### src/design/fidm_pkg.sv
// Package for the frame interval drop monitor: field widths, beat layout and
// the default refresh period. No dependencies.
package fidm_pkg;

  localparam int unsigned FIELD_W   = 32;
  localparam int unsigned OUT_DATA_W = 5 * FIELD_W;
  localparam int unsigned OUT_USER_W = 2;

  localparam logic [FIELD_W-1:0] PERIOD_DEFAULT = 32'd16667;
  localparam logic [FIELD_W-1:0] ALL_ONES       = '1;

  // out_tdata field offsets
  localparam int unsigned OFS_FRAME_INDEX   = 0;
  localparam int unsigned OFS_INTERVAL      = 32;
  localparam int unsigned OFS_MISSED        = 64;
  localparam int unsigned OFS_MAX_INTERVAL  = 96;
  localparam int unsigned OFS_DROPPED_TOTAL = 128;

  // out_tuser bit positions
  localparam int unsigned USR_HAS_INTERVAL = 0;
  localparam int unsigned USR_DROPPED      = 1;

endpackage

### src/design/frame_interval_drop_monitor.sv
// Frame interval drop monitor: interval, missed-vblank count and running stats
// per swap timestamp, with a bit-serial restoring divider. Depends on fidm_pkg.
//
// Usage:
//   in_*   : one beat per frame swap; in_tdata is swap_time in microsecond ticks.
//   out_*  : one beat per input beat. out_tdata carries frame_index, interval,
//            missed, max_interval and dropped_total (lowest bits first);
//            out_tuser carries has_interval (bit 0) and dropped (bit 1).
//   cfg_*  : write of period_ticks, always ready; a period of zero acts as
//            16667 ticks (60 Hz). Write only while the block is idle.
//   Flow   : an item goes from acceptance to its result beat through the
//            timestamp difference, the divider (one quotient bit per cycle)
//            and the statistics update. A new item is taken once the previous
//            result has moved into the output register, so only one item is
//            in the block at a time.
//   Reset  : rst_n low clears all statistics, the first-swap flag and the
//            output valid flag, and loads the default period.
//   Stall  : the result waits in the output register; the next item is still
//            accepted and processed, and holds in its last step until the
//            output register frees.
module frame_interval_drop_monitor
  import fidm_pkg::*;
#(
  parameter int unsigned TIME_BITS = 32
) (
  input  logic                  clk,
  input  logic                  rst_n,
  input  logic                  in_tvalid,
  output logic                  in_tready,
  input  logic [FIELD_W-1:0]    in_tdata,   // [31:0] swap_time
  output logic                  out_tvalid,
  input  logic                  out_tready,
  output logic [OUT_DATA_W-1:0] out_tdata,  // frame_index, interval, missed,
                                            // max_interval, dropped_total
  output logic [OUT_USER_W-1:0] out_tuser,  // has_interval, dropped
  input  logic                  cfg_valid,
  output logic                  cfg_ready,
  input  logic [FIELD_W-1:0]    cfg_data    // [31:0] period_ticks
);

  localparam int unsigned DW = (TIME_BITS > FIELD_W) ? TIME_BITS : FIELD_W;

  typedef enum logic [1:0] {S_IDLE, S_DIFF, S_DIV, S_FIN} state_t;

  state_t                  state_r, state_nxt;
  logic [TIME_BITS-1:0]    now_r, now_nxt;
  logic [TIME_BITS-1:0]    last_time_r, last_time_nxt;
  logic                    seen_first_r, seen_first_nxt;
  logic [FIELD_W-1:0]      swap_count_r, swap_count_nxt;
  logic [FIELD_W-1:0]      longest_r, longest_nxt;
  logic [FIELD_W-1:0]      drop_events_r, drop_events_nxt;
  logic [FIELD_W-1:0]      period_r, period_nxt;
  logic [FIELD_W-1:0]      divisor_r, divisor_nxt;
  logic [FIELD_W-1:0]      ivl_r, ivl_nxt;
  logic [FIELD_W-1:0]      dq_r, dq_nxt;
  logic [FIELD_W:0]        rem_r, rem_nxt;
  logic [4:0]              bit_cnt_r, bit_cnt_nxt;
  logic                    out_tvalid_r, out_tvalid_nxt;
  logic [OUT_DATA_W-1:0]   out_tdata_r, out_tdata_nxt;
  logic [OUT_USER_W-1:0]   out_tuser_r, out_tuser_nxt;

  logic [TIME_BITS-1:0]    diff;
  logic [DW-1:0]           diff_ext;
  logic [FIELD_W:0]        rem_sh;
  logic                    rem_ge;
  logic                    drop;
  logic [FIELD_W-1:0]      missed;
  logic [FIELD_W-1:0]      max_ivl;
  logic [FIELD_W-1:0]      drops;

  assign in_tready  = (state_r == S_IDLE);
  assign cfg_ready  = 1'b1;
  assign out_tvalid = out_tvalid_r;
  assign out_tdata  = out_tdata_r;
  assign out_tuser  = out_tuser_r;

  assign diff     = now_r - last_time_r;
  assign diff_ext = DW'(diff);
  assign rem_sh   = {rem_r[FIELD_W-1:0], dq_r[FIELD_W-1]};
  assign rem_ge   = rem_sh >= {1'b0, divisor_r};

  assign drop    = seen_first_r && (|dq_r[FIELD_W-1:1]);
  assign missed  = drop ? dq_r - FIELD_W'(1) : '0;
  assign max_ivl = (seen_first_r && (ivl_r > longest_r)) ? ivl_r : longest_r;
  assign drops   = (drop && (drop_events_r != ALL_ONES)) ? drop_events_r + FIELD_W'(1)
                                                         : drop_events_r;

  always_comb begin
    state_nxt       = state_r;
    now_nxt         = now_r;
    last_time_nxt   = last_time_r;
    seen_first_nxt  = seen_first_r;
    swap_count_nxt  = swap_count_r;
    longest_nxt     = longest_r;
    drop_events_nxt = drop_events_r;
    period_nxt      = period_r;
    divisor_nxt     = divisor_r;
    ivl_nxt         = ivl_r;
    dq_nxt          = dq_r;
    rem_nxt         = rem_r;
    bit_cnt_nxt     = bit_cnt_r;
    out_tvalid_nxt  = out_tvalid_r && !out_tready;
    out_tdata_nxt   = out_tdata_r;
    out_tuser_nxt   = out_tuser_r;

    if (cfg_valid) begin
      period_nxt = cfg_data;
    end

    unique case (state_r)
      S_IDLE: begin
        if (in_tvalid) begin
          now_nxt     = TIME_BITS'(in_tdata);
          divisor_nxt = (period_r == '0) ? PERIOD_DEFAULT : period_r;
          state_nxt   = S_DIFF;
        end
      end
      S_DIFF: begin
        // saturate a difference wider than the interval field
        if (!seen_first_r) begin
          ivl_nxt = '0;
        end else if ((diff_ext >> FIELD_W) != '0) begin
          ivl_nxt = ALL_ONES;
        end else begin
          ivl_nxt = diff_ext[FIELD_W-1:0];
        end
        dq_nxt      = seen_first_r ? ivl_nxt : '0;
        rem_nxt     = '0;
        bit_cnt_nxt = '0;
        state_nxt   = S_DIV;
      end
      S_DIV: begin
        // shift in one dividend bit, shift out one quotient bit
        rem_nxt     = rem_ge ? rem_sh - {1'b0, divisor_r} : rem_sh;
        dq_nxt      = {dq_r[FIELD_W-2:0], rem_ge};
        bit_cnt_nxt = bit_cnt_r + 5'd1;
        if (bit_cnt_r == 5'(FIELD_W - 1)) begin
          state_nxt = S_FIN;
        end
      end
      S_FIN: begin
        if (!out_tvalid_r || out_tready) begin
          out_tvalid_nxt = 1'b1;
          out_tdata_nxt  = {drops, max_ivl, missed, ivl_r, swap_count_r};
          out_tuser_nxt  = {drop, seen_first_r};
          last_time_nxt  = now_r;
          seen_first_nxt = 1'b1;
          longest_nxt    = max_ivl;
          drop_events_nxt = drops;
          if (swap_count_r != ALL_ONES) begin
            swap_count_nxt = swap_count_r + FIELD_W'(1);
          end
          state_nxt = S_IDLE;
        end
      end
      default: state_nxt = S_IDLE;
    endcase
  end

  always_ff @(posedge clk) begin
    if (!rst_n) begin
      state_r       <= S_IDLE;
      last_time_r   <= '0;
      seen_first_r  <= 1'b0;
      swap_count_r  <= '0;
      longest_r     <= '0;
      drop_events_r <= '0;
      period_r      <= PERIOD_DEFAULT;
      out_tvalid_r  <= 1'b0;
    end else begin
      state_r       <= state_nxt;
      last_time_r   <= last_time_nxt;
      seen_first_r  <= seen_first_nxt;
      swap_count_r  <= swap_count_nxt;
      longest_r     <= longest_nxt;
      drop_events_r <= drop_events_nxt;
      period_r      <= period_nxt;
      out_tvalid_r  <= out_tvalid_nxt;
    end
  end

  always_ff @(posedge clk) begin
    now_r       <= now_nxt;
    divisor_r   <= divisor_nxt;
    ivl_r       <= ivl_nxt;
    dq_r        <= dq_nxt;
    rem_r       <= rem_nxt;
    bit_cnt_r   <= bit_cnt_nxt;
    out_tdata_r <= out_tdata_nxt;
    out_tuser_r <= out_tuser_nxt;
  end

endmodule

### config.mk
export PLATFORM = sky130hd
export DESIGN_NAME = frame_interval_drop_monitor
export DESIGN_NICKNAME = d
export VERILOG_FILES = /design/src/design/fidm_pkg.sv /design/src/design/frame_interval_drop_monitor.sv
export SDC_FILE = /design/constraint.sdc
export NUM_CORES = 1
export LEC_CHECK = 0
export ABC_AREA = 1
export BUFFER_PORTS_ARGS = -buffer_cell sky130_fd_sc_hd__buf_2
export CAP_MARGIN = 10
export CORE_MARGIN = 5
export CORE_UTILIZATION = 49
export CTS_CLUSTER_SIZE = 30
export DETAILED_ROUTE_END_ITERATION = 8
export GPL_TIMING_DRIVEN = 0
export PLACE_DENSITY_LB_ADDON = 0.3
export SLEW_MARGIN = 20
export SYNTH_ARGS = -nofsm -noshare
export SYNTH_HDL_FRONTEND = slang
export SYNTH_SLANG_ARGS = --single-unit
### constraint.sdc
create_clock -name clk -period 12.9 [get_ports clk]
set_input_delay 1.29 -clock clk [delete_from_list [all_inputs] [get_ports clk]]
set_output_delay 1.29 -clock clk [all_outputs]
set_load 0.01 [all_outputs]
==> impl_metrics.ini, run 1 <==
[outcome]
status = finished, final reports clean

[timing]
rsz_0062_raised_after_global_routing = false
setup_viol = 0
min_period_over_period_pct = 22.92
setup_tns_ns = 0
tightest_slew_ns = 0.8347
whs_ns = 0.4526
worst_case_clock_skew_ns = 0.03467
maxSlewViolCount = 0
finalHoldViolCount = 0
period_minus_slack_ns = 2.957
timing.fmax_mhz = 338.2
slew_headroom_pct = 44.35

[critical_path]
crit_path_end_kind = flip-flop
crit_required_ns = 13.42
timing.critical_path.cells = buf_2 -> inv_1 -> nand2_1 -> nand2_1 -> clkbuf_1 -> clkbuf_1 -> a21oi_1 -> nand2_1 -> inv_1
crit_cells = 9
reg2reg_setup_slack_ns = 9.97
critPathMaxFanout = 10
crit_buf_inv = 5
reg2reg_depth = 13
worst_r2r_endpoint = rem_r[30]$_SDFFCE_PN0P_
setup.worst_path.start_class = input port
worst-endpoint-arrival_ns = 3.47
crit_family = buffers and inverters
worst-setup-path-type = input port to flip-flop
cp-startpoint = out_tready
critPathMostFrequentCell = nand2_1
crit_path_top_delay_cell = clkbuf_1
critical-path-max-stage-delay_ns = 0.69
setup.worst_path.end = longest_r[27]$_SDFFE_PN0P_
crit-reg2reg-launch = dq_r[31]$_DFFE_PP_

[pwr]
p_total_w = 0.006373
comb_power_share_pct = 38.8
seq_power_share_pct = 37.5
p_clk_share_pct = 23.7
total_switching_power_w = 0.002530
cell_internal_pwr_w = 0.003843
max-vdd-ir-drop_uv = 161.8
power_per_cell_area_mw_per_mm2 = 214.5
netSwitchingFraction_pct = 39.70
static-leakage-power_nw = 12.72

[detailed_routing]
drt_pass1_iterations = 6
dr_total_vias = 21870
drc = 0
route.detailed.vias_per_inst = 5.253
final_antenna_net_count = 0
drt_wl_total_mm = 71.06
avgRoutedWirePerCell_um = 17.07
drtIter0Drc = 1924

[clock_tree]
clkSinkCount = 491
clk_transition_reported_paths_ns = 0.06
ctsResizeCount = 0
cts-root-to-sink-buffers = 3
clock_tree.htree_level_count = 2
post_cts.repair.setup_buffers = 0
cts_root_buf = clkbuf_16
clk_latency_ns = 0.62
cts_hold_buffers = 0
tritoncts = yes
numCtsBuffers = 50

[final_layout]
fillCellCount = 4807
final_common_cell = nand2_1
final_area_mm2 = 0.02970
layout_common_cells = nand2_1 (800), nor2_1 (387), inv_1 (368)
areaGrowthSynthToFinish_pct = 15.28
utilization_pct = 56.75
post_route_cells_drive_above_1_share_pct = 11.10
nets = 3602

[logic_synthesis]
synth-edff-count = 327
synth_top_area_cell = edfxtp_1
synth_warn = 0
syn_nets = 3312
synth.distinct_cells = 45
synth_sequential_area_ratio_pct = 50.85
yosysTopAreaCellShare_pct = 38.11
async_reset_ff_share_pct = 0
synth.area.top_cells = edfxtp_1 (38%), dfxtp_1 (13%), nand2_1 (12%)
synth_flop_cell = edfxtp_1
yosys_register_bits = 491
mapped_cells = 3137
post_synth_instance_area_mm2 = 0.02577
syn-mean-instance-area_um2 = 8.214

[floorplan]
vert_die_dim_um = 239.3
die_w_um = 239.3
effective_utilization_at_floorplan_pct = 49.23
floorplan.die_area_mm2 = 0.05727
number_of_ports_placed_on_the_die_boundary = 234
core_area_mm2 = 0.05234
core.rowCount = 84

[global_routing]
antenna_found_initial = 7
grt_pass1_vias = 20670
grt_overflow_total = 0
global_router_s_overall_resource_usage_pct = 24.23
grt_start_max_net_pins = 61
grt_first_pass_wirelength_mm = 110.3

[flow_run]
cap_viol_max_count = 0

[placed_design]
placed_area_mm2 = 0.02797
globalplace.congestion = 0.9969
dp.final_hpwl_mm = 55.09
placement.io_buffers = 230

[hold_path]
hold_path.class = flip-flop to flip-flop
through the flow:
stage	setup WS (ns)	cells
floorplan	6.063	3137
finish	9.943	4162
global route	9.768	4159
global placement	3.350	4055
detailed placement	9.265	4063
CTS	9.924	4156
kinds of logic (layout without fill, tap and decap cells):
family	after synthesis	count (layout)	share of synthesized area (%)
and+or+nand+nor	1521	1521	24.75
buffers and inverters	497	828	7.599
DFF	491	491	50.85
AOI/OAI and AO/OA	436	436	8.691
adders and majority gates	106	106	5.205
xor gates and xnor gates	85	85	2.889
other	1	7	0.01455
per-layer routing:
layer | vias to the layer above | wire length (um) | global-route usage [%]
met5 | - | 46 | 0
met4 | 6 | 2700 | 8.767
met3 | 157 | 5253 | 4.433
met2 | 748 | 32950 | 40.01
met1 | 10050 | 30110 | 32.16
li1 | 10900 | - | -
cell usage after synthesis (2+ instances only):
library cell and number:
a21o_1 3, a21oi_1 233, a21oi_2 2, a31oi_1 3, and2_1 4, buf_1 8
buf_2 11, buf_4 3, buf_6 9, clkbuf_1 87, clkinv_1 2, dfxtp_1 164
edfxtp_1 327, fa_1 2, ha_1 104, inv_1 369, inv_2 8, nand2_1 800
nand2_2 5, nand2_4 3, nand3_1 152, nand3_2 2, nand3b_1 25, nand4_1 53
nor2_1 387, nor2_2 10, nor2_4 3, nor3_1 50, nor3_2 2, nor3b_1 3
nor4_1 14, o211ai_1 2, o21a_1 6, o21ai_0 154, o21ai_1 25, o21bai_1 6
or2_2 5, xnor2_1 24, xor2_1 61
worst min-delay path: stages, from the launching register on:
cell     delay [ns]
dfxtp_1        0.29
inv_1          0.06
a21oi_1        0.05
state kept, by name, summed over array words and instances (netlist names):
register,count
last_time_r,32
rem_r,32
out_tdata,160
seen_first_r,1
out_tuser,2
divisor_r,32
now_r,32
bit_cnt_r,5
swap_count_r,32
state_r,2
dq_r,32
out_tvalid,1
drop_events_r,32
ivl_r,32
longest_r,32
period_r,32
worst min-delay path by stage:
| stage | startpoint | end | slack [ns] | depth (start not counted) |
|---|---|---|---|---|
| after detailed placement | last_time_r[12]$_SDFFE_PN0P_ | last_time_r[12]$_SDFFE_PN0P_ | 0.45 | 2 |
| final | last_time_r[25]$_SDFFE_PN0P_ | last_time_r[25]$_SDFFE_PN0P_ | 0.45 | 2 |
| after global routing | last_time_r[25]$_SDFFE_PN0P_ | last_time_r[25]$_SDFFE_PN0P_ | 0.47 | 2 |
| after global placement | last_time_r[26]$_SDFFE_PN0P_ | last_time_r[26]$_SDFFE_PN0P_ | 0.44 | 2 |
| after floorplan | seen_first_r$_SDFFE_PN0P_ | out_tuser[0]$_DFFE_PP_ | 0.41 | 0 |
| after CTS | last_time_r[13]$_SDFFE_PN0P_ | last_time_r[13]$_SDFFE_PN0P_ | 0.46 | 2 |
cell type report:
class,instances,area [um2],area share (%)
Buffer,118,536.8,1.807
Antenna cell,6,15.01,0.05055
Multi-Input combinational cell,2149,10720,36.10
Timing Repair Buffer,238,1326,4.465
Clock buffer,72,1445,4.865
Inverter,379,1425,4.798
Sequential cell,491,13100,44.11
Clock inverter,21,270.3,0.9098
Tap cell,688,860.8,2.898
power by group through the flow:
stage,logic (W),registers [W],clock network [W]
floorplan,0.00171,0.00239,0
global placement,0.00238,0.00245,0
detailed placement,0.00244,0.00242,0
CTS,0.00246,0.00239,0.00153
global route,0.00278,0.00242,0.00160
finish,0.00247,0.00239,0.00151
Note: power is estimated with default switching activity, not from simulation.
==> inputs of run 2 (changes only) <==
==> constraint.sdc (replaced) <==
create_clock -name clk -period 2.5 [get_ports clk]
set_input_delay 0.25 -clock clk [delete_from_list [all_inputs] [get_ports clk]]
set_output_delay 0.25 -clock clk [all_outputs]
set_load 0.01 [all_outputs]
==> run 2 against run 1 <==
  * Wire length increased by 4.5%
  * Largest power group unchanged
  * Utilization is 3.0 points higher
  * Sequential share of layout area fell by 2.2 points
  * Highest routed layer unchanged
  * Non-clock buffer count is 92 higher
  * Clock skew shrank 0.016 ns
  * Largest cell class unchanged
==> impl_metrics.ini, run 2 (same netlist as run 1, synthesis figures left out) <==
[floorplan]
die_w_um = 239.3
floorplan.die_area_mm2 = 0.05727
vert_die_dim_um = 239.3
core.rowCount = 84
number_of_ports_placed_on_the_die_boundary = 234
effective_utilization_at_floorplan_pct = 49.23
core_area_mm2 = 0.05234

[detailed_routing]
final_antenna_net_count = 0
drtIter0Drc = 2030
drc = 0
avgRoutedWirePerCell_um = 17.45
drt_wl_total_mm = 74.23
route.detailed.vias_per_inst = 5.251
dr_total_vias = 22340
drt_pass1_iterations = 6

[clock_tree]
tritoncts = yes
clock_tree.htree_level_count = 2
clk_latency_ns = 0.60
clkSinkCount = 491
clk_transition_reported_paths_ns = 0.06
numCtsBuffers = 50
cts-root-to-sink-buffers = 3
cts_root_buf = clkbuf_16

[pwr]
static-leakage-power_nw = 13.24
max-vdd-ir-drop_uv = 1139
p_total_w = 0.03503
power_per_cell_area_mw_per_mm2 = 1121

[timing]
finalHoldViolCount = 0
setup_viol = 0
worst_case_clock_skew_ns = 0.01859
period_minus_slack_ns = 2.452
maxSlewViolCount = 0
tightest_slew_ns = 0.9079
timing.fmax_mhz = 407.8
timing.final.ws_setup_ns = 0.04794
slew_headroom_pct = 39.48
min_period_over_period_pct = 98.08

[final_layout]
nets = 3694
fillCellCount = 4598
final_common_cell = nand2_1
areaGrowthSynthToFinish_pct = 21.28
largest_register_ffs = 160
number_of_cells_in_the_finished_layout_apart_from_fillers = 4255
layout_common_cells = nand2_1 (784), nor2_1 (374), inv_1 (362)
multiInputGateArea_mm2 = 0.01125
post_route_cells_drive_above_1_share_pct = 14.29
seqCellArea_mm2 = 0.01310

[global_routing]
grt_first_pass_wirelength_mm = 115.0
antenna_found_initial = 8
grt_pass1_vias = 21230
grt_start_max_net_pins = 69
global_router_s_overall_resource_usage_pct = 25.12
grt_overflow_total = 0

[critical_path]
crit_path_top_delay_cell = edfxtp_1
crit_required_ns = 2.84
crit_buf_inv = 2
setup.worst_path.start_class = flip-flop
critPathMaxFanout = 6
worst-setup-path-type = flip-flop to flip-flop
crit_path_end_kind = flip-flop
crit_family = simple AND/OR/NAND/NOR gates
timing.critical_path.cells = ha_4 -> nand2_2 -> nor2_4 -> nand2_1 -> nor2_2 -> nand4_1 -> a21oi_2 -> nor2_4 -> nand2_4 -> buf_8 -> buf_12 -> nand2_1 -> nand2_2 -> nor2_1
worst-endpoint-arrival_ns = 2.80
critical-path-max-stage-delay_ns = 0.45

[flow_run]
cap_viol_max_count = 0

[placed_design]
dp.final_hpwl_mm = 55.33
placement.io_buffers = 230
place_worst_setup_slack_ns = -0.4472
globalplace.congestion = 0.9749
placed_cells_incl_taps = 4058

[outcome]
status = finished, final reports clean

[hold_path]
hold_path.class = input port to flip-flop
[run 2: cell count changes in the layout (fill, tap and decap cells not counted), sizes merged]
| cell | delta |
|---|---|
| clkinv | +9 |
| inv | -2 |
| buf | +24 |
| clkinvlp | -3 |
| clkbuf | -6 |
| bufinv | +5 |
| dlygate4sd3 | +65 |
| bufbuf | +1 |
[run 2: through the flow]
| stage | hold slack [ns] | util (%) | cell area (um2) | setup TNS [ns] |
|---|---|---|---|---|
| floorplan | 0.3489 | - | 25770 | 0 |
| global placement | 0.4281 | 53.08 | 27780 | -254.34 |
| detailed placement | 0.4294 | 53.27 | 27880 | -38.90 |
| CTS | 0.03063 | 58.94 | 30850 | 0 |
| global route | 0.06131 | 59.70 | 31250 | -0.02270 |
| finish | 0.07007 | 59.71 | 31250 | 0 |
[run 2: worst reg2reg max path, stage by stage (launching register included)]
cell and delay, ns:
edfxtp_1 0.45, ha_4 0.33, nand2_2 0.08, nor2_4 0.14
nand2_1 0.07, nor2_2 0.12, nand4_1 0.13, a21oi_2 0.21
nor2_4 0.09, nand2_4 0.12, buf_8 0.14, buf_12 0.13
nand2_1 0.07, nand2_2 0.07, nor2_1 0.05
[run 2: cell type report]
| cell class | count | share of cell area [%] |
|---|---|---|
| tap | 688 | 2.755 |
| clock buffer | 64 | 4.364 |
| inverter | 379 | 4.600 |
| antenna | 6 | 0.04804 |
| timing repair buffer | 330 | 6.922 |
| multi-input combinational | 2149 | 36.00 |
| clock inverter | 30 | 1.437 |
| buffer | 118 | 1.950 |
| sequential | 491 | 41.93 |
[run 2: worst paths after layout]
kind	from	endpoint	slack [ns]	depth (start not counted)
max reg2reg	rem_r[22]$_SDFFCE_PN0P_	rem_r[26]$_SDFFCE_PN0P_	0.05	14
min	in_tvalid	now_r[29]$_DFFE_PP_	0.07	3
max	rem_r[22]$_SDFFCE_PN0P_	rem_r[26]$_SDFFCE_PN0P_	0.05	14
min reg2reg	last_time_r[27]$_SDFFE_PN0P_	last_time_r[27]$_SDFFE_PN0P_	0.46	2
[run 2: routing by layer]
layer	vias up	routed length, um	track usage, %
li1	11080	-	-
met1	10370	31750	33.68
met2	748	35410	42.31
met3	138	4635	3.374
met4	4	2417	8.490
met5	-	26	0
[run 2: power by group]
part / internal, W / switching (W) / total (W)
logic: 0.00523 / 0.00921 / 0.0144
registers: 0.0111 / 0.00132 / 0.0124
clock network: 0.00492 / 0.00324 / 0.00816
total: 0.0213 / 0.0138 / 0.0350
[run 2: timing repair]
| action | in CTS | in global routing |
|---|---|---|
| cloned | 1 | 1 |
| hold buffers | 65 | 0 |
| buffers inserted | 13 | 17 |
| pin swaps | 7 | 17 |
| setup endpoints to repair | 222 | 236 |
| endpoints found under the hold margin | 65 | 0 |
| gates resized for setup | 62 | 87 |
==> inputs of run 3 (changes only) <==
--- a/config.mk
+++ b/config.mk
@@ -9,7 +9,7 @@
 export BUFFER_PORTS_ARGS = -buffer_cell sky130_fd_sc_hd__buf_2
 export CAP_MARGIN = 10
 export CORE_MARGIN = 5
-export CORE_UTILIZATION = 49
+export CORE_UTILIZATION = 54
 export CTS_CLUSTER_SIZE = 30
 export DETAILED_ROUTE_END_ITERATION = 8
 export GPL_TIMING_DRIVEN = 0
==> run 3 against run 2 <==
  * Via count up 1.6%
  * Count of clock-buffer cells in the layout up 4
  * Global-route usage up 1.7 points
  * Combinational power about the same
==> impl_metrics.ini, run 3 (same netlist as run 1, synthesis figures left out) <==
[outcome]
status = finished, final reports clean

[critical_path]
worst-setup-path-type = flip-flop to flip-flop
setup.worst_path.start_class = flip-flop
worst-endpoint-arrival_ns = 2.83
crit_path_end_kind = flip-flop
critPathMaxFanout = 10
crit_required_ns = 2.87

[floorplan]
vert_die_dim_um = 228.4
core.rowCount = 80
floorplan.die_area_mm2 = 0.05219
effective_utilization_at_floorplan_pct = 54.31
core_area_mm2 = 0.04745
die_w_um = 228.4
number_of_ports_placed_on_the_die_boundary = 234

[pwr]
max-vdd-ir-drop_uv = 1068
static-leakage-power_nw = 13.20
power_per_cell_area_mw_per_mm2 = 1108

[timing]
rsz_0062_raised_after_global_routing = true
finalHoldViolCount = 0
setup_viol = 0
whs_ns = 0.06408
maxSlewViolCount = 0
worst_case_clock_skew_ns = 0.03263
setup_tns_ns = 0
tightest_slew_ns = 0.9101
slew_headroom_pct = 39.33
period_minus_slack_ns = 2.457
timing.fmax_mhz = 407.0
min_period_over_period_pct = 98.28

[global_routing]
antenna_found_initial = 8
grt_pass1_vias = 21180
global_router_s_overall_resource_usage_pct = 26.84
grt_first_pass_wirelength_mm = 113.3
grt_overflow_total = 0
grt_start_max_net_pins = 73

[detailed_routing]
route.detailed.vias_per_inst = 5.423
avgRoutedWirePerCell_um = 17.39
drt_pass1_iterations = 5
drc = 0
drt_wl_total_mm = 72.77
dr_total_vias = 22690
final_antenna_net_count = 0
drtIter0Drc = 2145

[final_layout]
nets = 3696
layout_common_cells = nand2_1 (785), nor2_1 (372), inv_1 (364)
fillCellCount = 3927
seqCellArea_mm2 = 0.01310
final_common_cell = nand2_1
post_route_cells_drive_above_1_share_pct = 14.15
largest_register_ffs = 160
multiInputGateArea_mm2 = 0.01129
areaGrowthSynthToFinish_pct = 20.51

[clock_tree]
clkSinkCount = 491
clk_transition_reported_paths_ns = 0.07
cts-root-to-sink-buffers = 3
clock_tree.htree_level_count = 2
clk_latency_ns = 0.62
numCtsBuffers = 50
tritoncts = yes
cts_root_buf = clkbuf_16

[placed_design]
globalplace.congestion = 0.9776
dp.final_hpwl_mm = 53.43
placement.io_buffers = 230

[hold_path]
hold_path.class = input port to flip-flop

[flow_run]
cap_viol_max_count = 0
## run 3: cell types whose count changed in the layout (fill, tap and decap cells not counted), sizes merged
cell / delta
buf: +4
inv: +2
clkinvlp: +3
bufinv: -7
clkbuf: +2
clkinv: -2
## run 3: power breakdown
part / total (W) / internal, W / switching [W]
Clock: 0.00751 / 0.00430 / 0.00321
Combinational: 0.0145 / 0.00522 / 0.00927
Sequential: 0.0124 / 0.0111 / 0.00130
Total: 0.0344 / 0.0206 / 0.0138
## run 3: final cells by class
type | count | area share (%)
plain buffers | 118 | 1.922
clock inverters | 26 | 0.8018
clock buffers | 68 | 4.541
inverters | 379 | 4.621
diodes | 6 | 0.04835
multi-input cells | 2149 | 36.34
flip-flops and latches | 491 | 42.19
repair buffers | 332 | 7.051
well taps | 615 | 2.478
## run 3: through the flow
step	total power [W]	cells	utilization (%)	setup slack, ns	cell area (um2)
5_1_grt	0.03655	4184	65.45	-0.06766	31050
6_report	0.03441	4184	65.45	0.04307	31050
3_5_place_dp	0.02492	3985	58.59	-0.3924	27800
4_1_cts	0.03322	4152	64.33	-0.01645	30520
2_1_floorplan	0.02109	3137	-	0.01407	25770
3_3_place_gp	0.02507	3982	58.37	-0.9633	27690
## run 3: timing repair
item,CTS,global route
hold buffers,65,0
pin swaps,4,21
setup endpoints to repair,219,147
buffers inserted,7,25
endpoints found under the hold margin,65,0
resized for setup,53,84
cloned,1,1
## run 3: final timing paths
kind | startpoint | endpoint | slack (ns) | cells after the start
hold reg to reg | last_time_r[19]$_SDFFE_PN0P_ | last_time_r[19]$_SDFFE_PN0P_ | 0.45 | 2
setup reg to reg | divisor_r[1]$_SDFFCE_PN1P_ | rem_r[22]$_SDFFCE_PN0P_ | 0.04 | 14
setup / recovery | divisor_r[1]$_SDFFCE_PN1P_ | rem_r[22]$_SDFFCE_PN0P_ | 0.04 | 14
hold / removal | in_tvalid | now_r[24]$_DFFE_PP_ | 0.06 | 3
## run 3: per-layer routing
layer  wire (um)  GRT usage, %
met4        2749         8.905
met3        5464         4.745
met1       30200         35.77
met2       34340         44.84
met5          27             0
## run 3: critical path, cell delays in order (launching register included)
cell	delay, ns
edfxtp_1	0.45
inv_1	0.07
ha_1	0.30
nand2_1	0.15
nor2_1	0.08
nand3_1	0.11
nand3_2	0.12
nand2_2	0.14
nand3_4	0.11
nand2_8	0.10
nand2_4	0.07
buf_12	0.16
buf_6	0.15
nor2_1	0.12
nor2_1	0.07
